File: src/rtl/jfss_pkg.sv
// jfss_pkg: shared types, status codes and marker constants for the jpeg frame size scanner
// no dependencies; used by jfss_parser and jpeg_frame_size_scanner

package jfss_pkg;

    // result status codes
    localparam logic [2:0] ST_FOUND    = 3'd0;
    localparam logic [2:0] ST_SHORT    = 3'd1;
    localparam logic [2:0] ST_NOT_JPEG = 3'd2;
    localparam logic [2:0] ST_NO_FRAME = 3'd3;
    localparam logic [2:0] ST_NOT_JFIF = 3'd4;

    localparam int unsigned MIN_FILE_BYTES = 24;

    // file byte positions of the first-segment size bytes
    localparam int unsigned POS_HEIGHT_HI = 7;
    localparam int unsigned POS_HEIGHT_LO = 8;
    localparam int unsigned POS_WIDTH_HI  = 9;
    localparam int unsigned POS_WIDTH_LO  = 10;
    localparam int unsigned HEADER_BYTES  = 10;

    // frame header: this many bytes including the two marker bytes, size at offsets 5..8
    localparam int unsigned FRAME_SPAN = 12;
    localparam int unsigned FRAME_TAIL = FRAME_SPAN - 2;

    localparam logic [7:0] MK_PREFIX = 8'hFF;
    localparam logic [7:0] MK_SOI    = 8'hD8;
    localparam logic [7:0] MK_APP0   = 8'hE0;
    localparam logic [7:0] MK_SOF0   = 8'hC0;
    localparam logic [7:0] MK_SOF1   = 8'hC1;
    localparam logic [7:0] MK_SOF2   = 8'hC2;
    localparam logic [7:0] MK_SOF3   = 8'hC3;
    localparam logic [7:0] MK_SOF9   = 8'hC9;
    localparam logic [7:0] MK_SOF10  = 8'hCA;
    localparam logic [7:0] MK_SOF11  = 8'hCB;
    localparam logic [7:0] CH_J      = 8'h4A;
    localparam logic [7:0] CH_F      = 8'h46;
    localparam logic [7:0] CH_I      = 8'h49;

    typedef struct packed {
        logic [2:0]  status;
        logic [15:0] height;
        logic [15:0] width;
        logic [31:0] length;
    } t_result;

    function automatic logic is_frame_code(input logic [7:0] code);
        logic hit;
        case (code)
            MK_SOF0, MK_SOF1, MK_SOF2, MK_SOF3,
            MK_SOF9, MK_SOF10, MK_SOF11: hit = 1'b1;
            default:                     hit = 1'b0;
        endcase
        return hit;
    endfunction

    // expected byte of a jfif file header at positions 0..9
    function automatic logic [7:0] want_byte(input logic [3:0] idx);
        logic [7:0] val;
        unique case (idx)
            4'd0:    val = MK_PREFIX;
            4'd1:    val = MK_SOI;
            4'd2:    val = MK_PREFIX;
            4'd3:    val = MK_APP0;
            4'd6:    val = CH_J;
            4'd7:    val = CH_F;
            4'd8:    val = CH_I;
            4'd9:    val = CH_F;
            default: val = 8'h00;
        endcase
        return val;
    endfunction

endpackage

File: src/rtl/jpeg_frame_size_scanner.sv
// jpeg_frame_size_scanner: stream top level, input register, parser and result register
// depends on jfss_pkg and jfss_parser
//
// Takes a jpeg file one byte per item, the final byte flagged by tlast, and
// returns one result item for each file: status, frame height, frame width
// and byte count. One input item is taken every clock cycle unless stalled;
// a result item is registered as its final byte is parsed, held until taken.
// Input stalls only while a finished result waits and the next final byte
// is ready to be parsed. The byte counter is LENGTH_BITS wide and saturates;
// the reported length saturates at 2^32-1.

module jpeg_frame_size_scanner #(
    parameter int LENGTH_BITS = 32
) (
    input  logic        i_clk,
    input  logic        i_rst_n,
    input  logic        i_s_axis_tvalid,
    output logic        o_s_axis_tready,
    input  logic [7:0]  i_s_axis_tdata,   // data_byte
    input  logic        i_s_axis_tlast,   // last_byte
    output logic        o_m_axis_tvalid,
    input  logic        i_m_axis_tready,
    output logic [63:0] o_m_axis_tdata,   // image_height, image_width, file_length
    output logic [2:0]  o_m_axis_tuser    // status
);

    logic              r_in_valid;
    logic [7:0]        r_in_byte;
    logic              r_in_last;
    logic              r_out_valid;
    jfss_pkg::t_result r_result;
    jfss_pkg::t_result w_result;
    logic              w_accept;
    logic              w_advance;
    logic              w_take;

    assign w_advance       = r_in_valid && (!r_in_last || !r_out_valid || i_m_axis_tready);
    assign o_s_axis_tready = !r_in_valid || w_advance;
    assign w_accept        = i_s_axis_tvalid && o_s_axis_tready;
    assign w_take          = r_out_valid && i_m_axis_tready;

    always_ff @(posedge i_clk) begin
        if (!i_rst_n) begin
            r_in_valid <= 1'b0;
        end else if (w_accept) begin
            r_in_valid <= 1'b1;
        end else if (w_advance) begin
            r_in_valid <= 1'b0;
        end
    end

    always_ff @(posedge i_clk) begin
        if (w_accept) begin
            r_in_byte <= i_s_axis_tdata;
            r_in_last <= i_s_axis_tlast;
        end
    end

    jfss_parser #(
        .LENGTH_BITS (LENGTH_BITS)
    ) u_parser (
        .i_clk    (i_clk),
        .i_rst_n  (i_rst_n),
        .i_go     (w_advance),
        .i_byte   (r_in_byte),
        .i_last   (r_in_last),
        .o_result (w_result)
    );

    always_ff @(posedge i_clk) begin
        if (!i_rst_n) begin
            r_out_valid <= 1'b0;
        end else if (w_advance && r_in_last) begin
            r_out_valid <= 1'b1;
        end else if (w_take) begin
            r_out_valid <= 1'b0;
        end
    end

    always_ff @(posedge i_clk) begin
        if (w_advance && r_in_last) begin
            r_result <= w_result;
        end
    end

    assign o_m_axis_tvalid = r_out_valid;
    assign o_m_axis_tuser  = r_result.status;
    assign o_m_axis_tdata  = {r_result.length, r_result.width, r_result.height};

`ifndef NO_ASSERTIONS
    a_in_hold: assert property (@(posedge i_clk) disable iff (!i_rst_n)
        r_in_valid && !w_advance |=> r_in_valid && $stable(r_in_byte) && $stable(r_in_last))
        else $error("staged item lost or overwritten");

    a_out_hold: assert property (@(posedge i_clk) disable iff (!i_rst_n)
        r_out_valid && !i_m_axis_tready |-> !(w_advance && r_in_last))
        else $error("result overwritten before taken");

    a_size_zero: assert property (@(posedge i_clk) disable iff (!i_rst_n)
        r_out_valid && (r_result.status == jfss_pkg::ST_SHORT ||
                        r_result.status == jfss_pkg::ST_NOT_JPEG ||
                        r_result.status == jfss_pkg::ST_NO_FRAME)
        |-> r_result.height == 16'd0 && r_result.width == 16'd0)
        else $error("size reported on failed scan");

    a_short_len: assert property (@(posedge i_clk) disable iff (!i_rst_n)
        r_out_valid && r_result.status != jfss_pkg::ST_SHORT
        |-> r_result.length >= 32'(jfss_pkg::MIN_FILE_BYTES))
        else $error("short file not flagged");
`endif

endmodule

File: src/rtl/jfss_parser.sv
// jfss_parser: per-byte header check, segment walk and byte counter, one byte per go pulse
// depends on jfss_pkg; produces the result for the byte flagged last

module jfss_parser #(
    parameter int LENGTH_BITS = 32
) (
    input  logic                i_clk,
    input  logic                i_rst_n,
    input  logic                i_go,
    input  logic [7:0]          i_byte,
    input  logic                i_last,
    output jfss_pkg::t_result   o_result
);

    localparam logic [3:0] PH_HEAD  = 4'd0;
    localparam logic [3:0] PH_MARK  = 4'd1;
    localparam logic [3:0] PH_CODE  = 4'd2;
    localparam logic [3:0] PH_LENH  = 4'd3;
    localparam logic [3:0] PH_LENL  = 4'd4;
    localparam logic [3:0] PH_SKIP  = 4'd5;
    localparam logic [3:0] PH_FRAME = 4'd6;
    localparam logic [3:0] PH_FOUND = 4'd7;
    localparam logic [3:0] PH_DEAD  = 4'd8;

    localparam int FLAG_SOI  = 0;
    localparam int FLAG_JFIF = 1;

    localparam logic [15:0] SBL_H_HI = 16'(jfss_pkg::FRAME_SPAN - 5);
    localparam logic [15:0] SBL_H_LO = 16'(jfss_pkg::FRAME_SPAN - 6);
    localparam logic [15:0] SBL_W_HI = 16'(jfss_pkg::FRAME_SPAN - 7);
    localparam logic [15:0] SBL_W_LO = 16'(jfss_pkg::FRAME_SPAN - 8);

    logic [LENGTH_BITS-1:0] r_pos, n_pos;
    logic [3:0]             r_phase, n_phase;
    logic [15:0]            r_sbl, n_sbl;
    logic [7:0]             r_lenh, n_lenh;
    logic [1:0]             r_flags, n_flags;
    logic [15:0]            r_height, n_height;
    logic [15:0]            r_width, n_width;

    logic [15:0]            w_len;
    logic [15:0]            w_dec;
    logic [63:0]            w_count;
    logic [7:0]             w_want;

    always_comb begin
        n_pos    = (&r_pos) ? r_pos : r_pos + 1'b1;
        n_phase  = r_phase;
        n_sbl    = r_sbl;
        n_lenh   = r_lenh;
        n_flags  = r_flags;
        n_height = r_height;
        n_width  = r_width;
        w_len    = {r_lenh, i_byte};
        w_dec    = (r_sbl != 16'd0) ? r_sbl - 16'd1 : r_sbl;
        w_want   = jfss_pkg::want_byte(r_pos[3:0]);

        // fixed jfif header check and first-segment size bytes
        if (r_pos < LENGTH_BITS'(jfss_pkg::HEADER_BYTES)) begin
            if (r_pos < LENGTH_BITS'(3) && i_byte != w_want) begin
                n_flags[FLAG_SOI]  = 1'b1;
                n_flags[FLAG_JFIF] = 1'b1;
            end
            if ((r_pos == LENGTH_BITS'(3) || r_pos >= LENGTH_BITS'(6)) && i_byte != w_want) begin
                n_flags[FLAG_JFIF] = 1'b1;
            end
        end
        if (r_pos == LENGTH_BITS'(jfss_pkg::POS_HEIGHT_HI)) n_height[15:8] = i_byte;
        if (r_pos == LENGTH_BITS'(jfss_pkg::POS_HEIGHT_LO)) n_height[7:0]  = i_byte;
        if (r_pos == LENGTH_BITS'(jfss_pkg::POS_WIDTH_HI))  n_width[15:8]  = i_byte;
        if (r_pos == LENGTH_BITS'(jfss_pkg::POS_WIDTH_LO))  n_width[7:0]   = i_byte;

        // segment walk
        unique case (r_phase)
            PH_HEAD: begin
                if (r_pos != '0) n_phase = PH_MARK;
            end
            PH_MARK: begin
                n_phase = (i_byte == jfss_pkg::MK_PREFIX) ? PH_CODE : PH_DEAD;
            end
            PH_CODE: begin
                if (jfss_pkg::is_frame_code(i_byte)) begin
                    n_phase = PH_FRAME;
                    n_sbl   = 16'(jfss_pkg::FRAME_TAIL);
                end else begin
                    n_phase = PH_LENH;
                end
            end
            PH_LENH: begin
                n_lenh  = i_byte;
                n_phase = PH_LENL;
            end
            PH_LENL: begin
                if (w_len < 16'd2) begin
                    n_phase = PH_DEAD;
                end else if (w_len == 16'd2) begin
                    n_phase = PH_MARK;
                end else begin
                    n_sbl   = w_len - 16'd2;
                    n_phase = PH_SKIP;
                end
            end
            PH_SKIP: begin
                n_sbl = w_dec;
                if (w_dec == 16'd0) n_phase = PH_MARK;
            end
            PH_FRAME: begin
                if (!n_flags[FLAG_JFIF]) begin
                    if (r_sbl == SBL_H_HI) n_height[15:8] = i_byte;
                    if (r_sbl == SBL_H_LO) n_height[7:0]  = i_byte;
                    if (r_sbl == SBL_W_HI) n_width[15:8]  = i_byte;
                    if (r_sbl == SBL_W_LO) n_width[7:0]   = i_byte;
                end
                n_sbl = w_dec;
                if (w_dec == 16'd0) n_phase = PH_FOUND;
            end
            PH_FOUND, PH_DEAD: begin
            end
            default: begin
                n_phase = PH_DEAD;
            end
        endcase

        // result for a final byte
        w_count         = 64'(n_pos);
        o_result.length = (|w_count[63:32]) ? 32'hFFFF_FFFF : w_count[31:0];
        o_result.height = 16'd0;
        o_result.width  = 16'd0;
        if (n_pos < LENGTH_BITS'(jfss_pkg::MIN_FILE_BYTES)) begin
            o_result.status = jfss_pkg::ST_SHORT;
        end else if (n_flags[FLAG_SOI]) begin
            o_result.status = jfss_pkg::ST_NOT_JPEG;
        end else if (n_flags[FLAG_JFIF]) begin
            o_result.status = jfss_pkg::ST_NOT_JFIF;
            o_result.height = n_height;
            o_result.width  = n_width;
        end else if (n_phase == PH_FOUND) begin
            o_result.status = jfss_pkg::ST_FOUND;
            o_result.height = n_height;
            o_result.width  = n_width;
        end else begin
            o_result.status = jfss_pkg::ST_NO_FRAME;
        end

        // next byte starts a new file
        if (i_last) begin
            n_pos    = '0;
            n_phase  = PH_HEAD;
            n_sbl    = 16'd0;
            n_lenh   = 8'd0;
            n_flags  = 2'd0;
            n_height = 16'd0;
            n_width  = 16'd0;
        end
    end

    always_ff @(posedge i_clk) begin
        if (!i_rst_n) begin
            r_pos    <= '0;
            r_phase  <= PH_HEAD;
            r_sbl    <= 16'd0;
            r_lenh   <= 8'd0;
            r_flags  <= 2'd0;
            r_height <= 16'd0;
            r_width  <= 16'd0;
        end else if (i_go) begin
            r_pos    <= n_pos;
            r_phase  <= n_phase;
            r_sbl    <= n_sbl;
            r_lenh   <= n_lenh;
            r_flags  <= n_flags;
            r_height <= n_height;
            r_width  <= n_width;
        end
    end

endmodule
File: config.mk
export PLATFORM = sky130hd
export DESIGN_NAME = jpeg_frame_size_scanner
export DESIGN_NICKNAME = d
export VERILOG_FILES = /design/src/rtl/jfss_pkg.sv /design/src/rtl/jpeg_frame_size_scanner.sv /design/src/rtl/jfss_parser.sv
export SDC_FILE = /design/constraint.sdc
export NUM_CORES = 1
export LEC_CHECK = 0
export BUFFER_PORTS_ARGS = -buffer_cell sky130_fd_sc_hd__clkbuf_2
export CORE_UTILIZATION = 45
export DETAILED_ROUTE_END_ITERATION = 8
export GPL_TIMING_DRIVEN = 0
export PLACE_DENSITY = 0.59
export SYNTH_ARGS = -nofsm -noshare
export SYNTH_HDL_FRONTEND = slang
export SYNTH_HIERARCHICAL = 1
export SYNTH_SLANG_ARGS = --single-unit
File: constraint.sdc
create_clock -name i_clk -period 4.6 [get_ports i_clk]
set_input_delay 0.69 -clock i_clk [delete_from_list [all_inputs] [get_ports i_clk]]
set_output_delay 0.69 -clock i_clk [all_outputs]
set_load 0.03 [all_outputs]
# Word-level counts from Yosys, hierarchy flattened
# Memory sizes are Yosys's and may differ from the RTL's. A register that Yosys moved wholly into a read port is not among the register bits.
# Index checks and enable logic that the tools add are counted.
# Widths: inputs -> output; s select.
# classes
add_sub_neg	3
n_mux	49
order_cmp	5
reduce_logical	28
eq_ne	31
# ops
operator	count
$mux 16	11
$eq 32x4->1 const B	3
$mux 32	3
$mux 8	10
$eq 16x3->1 const B	4
$eq 8x8->1 const B	8
$pmux 16 s3	1
$mux 35	1
$add 32x1->32 const B	1
$eq 32x2->1 const B	1
$eq 32x3->1 const B	1
$ge 32x3->1 const B	1
$lt 32x2->1 const B	1
$lt 32x4->1 const B	1
$lt 32x5->1 const B	1
$mux 4	8
$pmux 4 s8	1
$reduce_and 32->1	1
$reduce_bool 32->1	1
$eq 4x3->1 const B	5
$eq 16x2->1 const B	1
$logic_not 16->1	1
$lt 16x2->1 const B	1
$reduce_bool 16->1	1
other kinds (21)	48
# totals
ff_bits	172
romBits	128
mem_count	1
output_inout_bits	69
wordCells	133
# mem_list
memory	words	width	read_ports	rd_ports_with_merged_regs	write_ports	line	text
(no name shown)	16	8	1	1	0	jfss_pkg.sv:60	unique case (idx)

# Depth between registers and ports, before layout
# depth
ltp_word	10
depth_mapped	12

# Cells and area by module
# The synthesis kept the hierarchy.
# by_module_without_submodules
mod	area_per_inst_um2	cells_each	n_inst	seq_area_each_um2
jfss_parser	7438.4	949	1	2042.0
jpeg_frame_size_scanner	2399.8	88	1	2322.2

# Worst setup path after synthesis
# OpenSTA, ideal clock, no wires.
# synth_timing
kind	in2reg
startpoint	input i_m_axis_tready
endpoint	register r_result (netlist bit o_m_axis_tdata[0]), enable pin
stages	2
path_buffers	0
t_required_ns	4.108
slack_ns	0.433
arrival_ns	3.675
cell_sequence	and2b_1 -> nor2_1
# synth_via
elab_chain_cells	3
# synth_rtl
item	line	text
start, declared	jpeg_frame_size_scanner.sv:22	input logic i_m_axis_tready,
$logic_or 1x1->1	jpeg_frame_size_scanner.sv:37	assign w_advance = r_in_valid && (!r_in_last || !r_out_valid || i_m_axis_tready);
$logic_and 1x1->1	jpeg_frame_size_scanner.sv:37	
$logic_and 1x1->1	jpeg_frame_size_scanner.sv:81	if (w_advance && r_in_last) begin
end signal, assigned	jpeg_frame_size_scanner.sv:82	r_result <= w_result;
end, declared	jpeg_frame_size_scanner.sv:31	jfss_pkg::t_result r_result;
# No other way between the ends.
# A chain may end at the register's enable or synchronous reset.

# Worst setup path after layout
# layout_timing
startpoint	register u_parser.r_sbl[0]
endpoint	register r_result (netlist bit o_m_axis_tdata[11]) (data pin)
# layout_via
elab_chain_cells	8
# layout_rtl
item	line	text
start, declared	jfss_parser.sv:35	logic [15:0] r_sbl, n_sbl;
start signal, assigned	jfss_parser.sv:169	r_sbl <= n_sbl;
$sub 16x1->16 or $reduce_bool 16->1 (tied branches)	jfss_parser.sv:55	w_dec = (r_sbl != 16'd0) ? r_sbl - 16'd1 : r_sbl;
$mux 16	jfss_parser.sv:55	
$logic_not 16->1	jfss_parser.sv:105, jfss_parser.sv:115	
$mux 4, on equally long branches	jfss_parser.sv:115, jfss_parser.sv:105	
$pmux 4 s8	jfss_parser.sv:74	unique case (r_phase)
$eq 4x3->1	jfss_parser.sv:137	end else if (n_phase == PH_FOUND) begin
$mux 32	jfss_parser.sv:137	
$mux 35 (*)	jfss_parser.sv:133	end else if (n_flags[FLAG_JFIF]) begin
# Every way passes the cells marked *; elsewhere a longest branch is shown, timed or not.

==> out/qor.yml <==
floorplanning:
  rows: 53
  die_x_um: 150
  io_pins: 82
  initial_core_util_pct: 46.4
  core_area_mm2: 0.0212
  die_h_um: 150
  die-area_mm2: 0.0225
critical_path:
  crit_type: "register to register"
  cp_cell_sequence: "inv_1 > ha_1 > or3b_2 > clkbuf_1 > nor4_1 > o21ai_0 > a2111oi_0 > nand4_1 > nand3_1 > o311ai_4 > buf_6 > nor2_2"
  required_ns: 4.90
  cp_max_fo: 10
  critPathBufInv: 3
  crit_slowest_cell: "nor4_1"
  max_stage_delay_ns: 0.67
  path_delay_family: "simple AND/OR/NAND/NOR gates"
  worst-endpoint-arrival_ns: 4.69
  worst_setup_path_end_kind: "register"
  start_kind: "register"
clock_network:
  cts_setup_buffers: 0
  insertion_delay_ns: 0.43
  ctsHoldBuffers: 0
  cts_tree: "done"
  clockRootBuffer: "clkbuf_16"
  cts_resized: 0
  cts.sinks: 180
  cts_buffer_depth: 2
  path_clk_slew_ns: 0.08
  cts_max_level: 4
  cts_buffers: 17
routing:
  first_pass_iters: 7
  viasPerCell: 5.85
  wirelength_um: 28000
  drc: 0
  drt_iter0_drc: 681
  num_vias: 8335
  wire_per_inst_um: 19.6
  drtAntennaViolNets: 0
timing:
  rsz0062_at_grt: "no"
  holdWs_ns: 0.426
  timing.final.crit_share_pct: 95.4
  maxSlewHeadroom_pct: 35.4
  fin_ws_ns: 0.214
  fin_skew_ns: 0.0151
  clock.fmax_mhz: 228
  worst_pin_slew_ns: 0.961
  setup_viol_count_final: 0
  final_hold_viol_count: 0
  finalMaxSlewViolations: 0
  fin_crit_ns: 4.39
hold_path:
  hold_path_class: "input port to register"
synthesis:
  ys.flop_type: "dfxtp_1"
  synth_seq_cells: 180
  synth_area_mm2: 0.00984
  synth_seq_area_share_pct: 44.4
  syn_nets: 1060
  synth_top_cell_by_area: "edfxtp_1"
  syn_inst: 1037
  synth.distinct_cells: 83
  avgSynthCellArea_um2: 9.49
  async_reset_ff_share_pct: 0
  synth_enable_flop_cells: 76
  yosys-top-cells-area: "edfxtp_1 (23%), dfxtp_1 (21%), a22oi_1 (5.6%)"
  yosys_warnings: 6
  synth_top_cell_area_share_pct: 23.2
final_layout:
  drive_above_1_share_pct: 16.7
  syn_to_final_growth_pct: 14.0
  num_antenna_cells: 0
  nets: 1161
  fillers: 2000
global_routing:
  grt_max_degree: 36
  grt_pass1_wl_um: 44000
  gr-total-overflow: 0
  track_usage_pct: 25.8
  grt_pass1_vias: 7724
  antenna_found_initial: 0
placement:
  gp_congestion: 0.906
  port_buffers: 81
  pre_cts_slack_ns: 0.357
  dp_hpwl_um: 20500
power_and_ir_drop:
  p_switching_mw: 0.843
  clkPwrFrac_pct: 44.1
  p_int_mw: 2.46
  power_leakage_nw: 4.11
  p_comb_share_pct: 4.9
  peakVddDrop_mv: 0.228
  p_sw_share_pct: 25.5
  powerDensity_mw_per_mm2: 294
  power_frac_seq_pct: 51.0
status:
  outcome: "finished, final reports clean"
flow_run:
  cap_violations: 0
## cell usage after synthesis, types with 5 or more instances
cell       number
xor2_1         25
or4_1          11
a21oi_1        36
o211ai_1        9
or3_1          11
or2_2           5
o22ai_1         8
and3_1         10
nor2_1         81
a22oi_1        73
o21ai_0        34
nand2b_1       11
ha_1           10
o2bb2ai_1       5
and4b_1         5
mux2i_1        24
nor2_2         16
nor3_1         29
nand4_1        12
o21ai_1         6
nor4_1         24
a31o_2          5
and4_1          5
dfxtp_1       104
buf_4           8
nand3_1        26
buf_6           8
and2_1         12
buf_2          11
edfxtp_1       76
a21boi_0        7
nand2_1        56
xnor2_1        29
inv_1          23
nor2b_1        78
clkbuf_1       50
a31oi_1        14
o31a_1          5
## logic make-up after synthesis
logic type	share of synthesized area [%]
AOI/OAI and AO/OA	17.4
xor gates and xnor gates	4.81
adders and majority gates	1.27
buffers and inverters	5.32
DFF	44.4
muxes	2.79
and+or+nand+nor	24.0
## worst reg2reg max path, stage by stage, from the launching register on
cell and delay, ns:
dfxtp_1 0.39, inv_1 0.19, ha_1 0.34, or3b_2 0.46, clkbuf_1 0.20, nor4_1 0.67
o21ai_0 0.36, a2111oi_0 0.51, nand4_1 0.27, nand3_1 0.30, o311ai_4 0.24, buf_6 0.22
nor2_2 0.11
## layer usage
| layer | track usage, % | wire length, um |
|---|---|---|
| met1 | 36.7 | 13300 |
| met2 | 39.8 | 12600 |
| met3 | 4.15 | 1480 |
| met4 | 7.98 | 591 |
| met5 | 0 | 0 |
## final timing paths
check / from / end / slack, ns / cells past startpoint
min reg2reg: u_parser/r_height[10] / u_parser/r_height[10] / 0.48 / 2
min: i_s_axis_tdata[6] / r_in_byte[6] / 0.43 / 1
max: u_parser/r_sbl[0] / o_m_axis_tdata[11] / 0.21 / 12
max reg2reg: u_parser/r_sbl[0] / o_m_axis_tdata[11] / 0.21 / 12
## cells in the final DEF, fill, tap and decap left out, types with 9 or more instances in the layout
cell       netlist  final
dfxtp_1        104    104
clkbuf_2         1     82
nor2_1          81     80
nor2b_1         78     78
edfxtp_1        76     76
a22oi_1         73     73
nand2_1         56     56
clkbuf_1        50     50
a21oi_1         36     36
o21ai_0         34     34
xnor2_1         29     29
nor3_1          29     29
nand3_1         26     26
xor2_1          25     25
nor4_1          24     24
mux2i_1         24     24
inv_1           23     23
clkbuf_16        0     17
nor2_2          16     16
a31oi_1         14     14
and2_1          12     12
nand4_1         12     12
nand2b_1        11     11
buf_2           11     11
or3_1           11     11
or4_1           11     11
and3_1          10     10
ha_1            10     10
o211ai_1         9      9
## through the flow
stage / area (um^2) / setup TNS (ns) / utilization [%] / std cells / power, mW
2_1_floorplan: 9840 / 0 / - / 1037 / 1.81
5_1_grt: 11200 / 0 / 52.9 / 1426 / 3.40
4_1_cts: 11200 / 0 / 52.9 / 1426 / 3.33
6_report: 11200 / 0 / 52.9 / 1426 / 3.30
3_3_place_gp: 10600 / -46.25 / 49.9 / 1393 / 1.88
3_5_place_dp: 10600 / 0 / 50.0 / 1394 / 1.88
## power by group through the flow
stage	combinational [mW]	clock (mW)	sequential, mW
after global routing	0.170	1.54	1.69
after global placement	0.155	0	1.72
final	0.161	1.46	1.68
after CTS	0.158	1.48	1.68
after detailed placement	0.158	0	1.72
after floorplan	0.0821	0	1.73
## area by class of cell
cell class	count	area [um^2]	share of cell area, %
plain buffers	83	437	3.89
flip-flops and latches	180	4360	38.9
repair buffers	82	425	3.79
clock inverters	14	164	1.46
multi-input cells	751	4960	44.2
clock buffers	18	439	3.91
inverters	23	86.3	0.770
well taps	275	344	3.07
## state kept, by name, summed over array words and instances (netlist names)
register,count
o_m_axis_tdata,64
u_parser/r_pos,32
u_parser/r_height,16
u_parser/r_sbl,16
u_parser/r_width,16
r_in_byte,8
u_parser/r_lenh,8
u_parser/w_want,8
u_parser/r_phase,4
o_m_axis_tuser,3
u_parser/r_flags,2
o_m_axis_tvalid,1
r_in_last,1
r_in_valid,1
(Power assumes the default switching activity.)
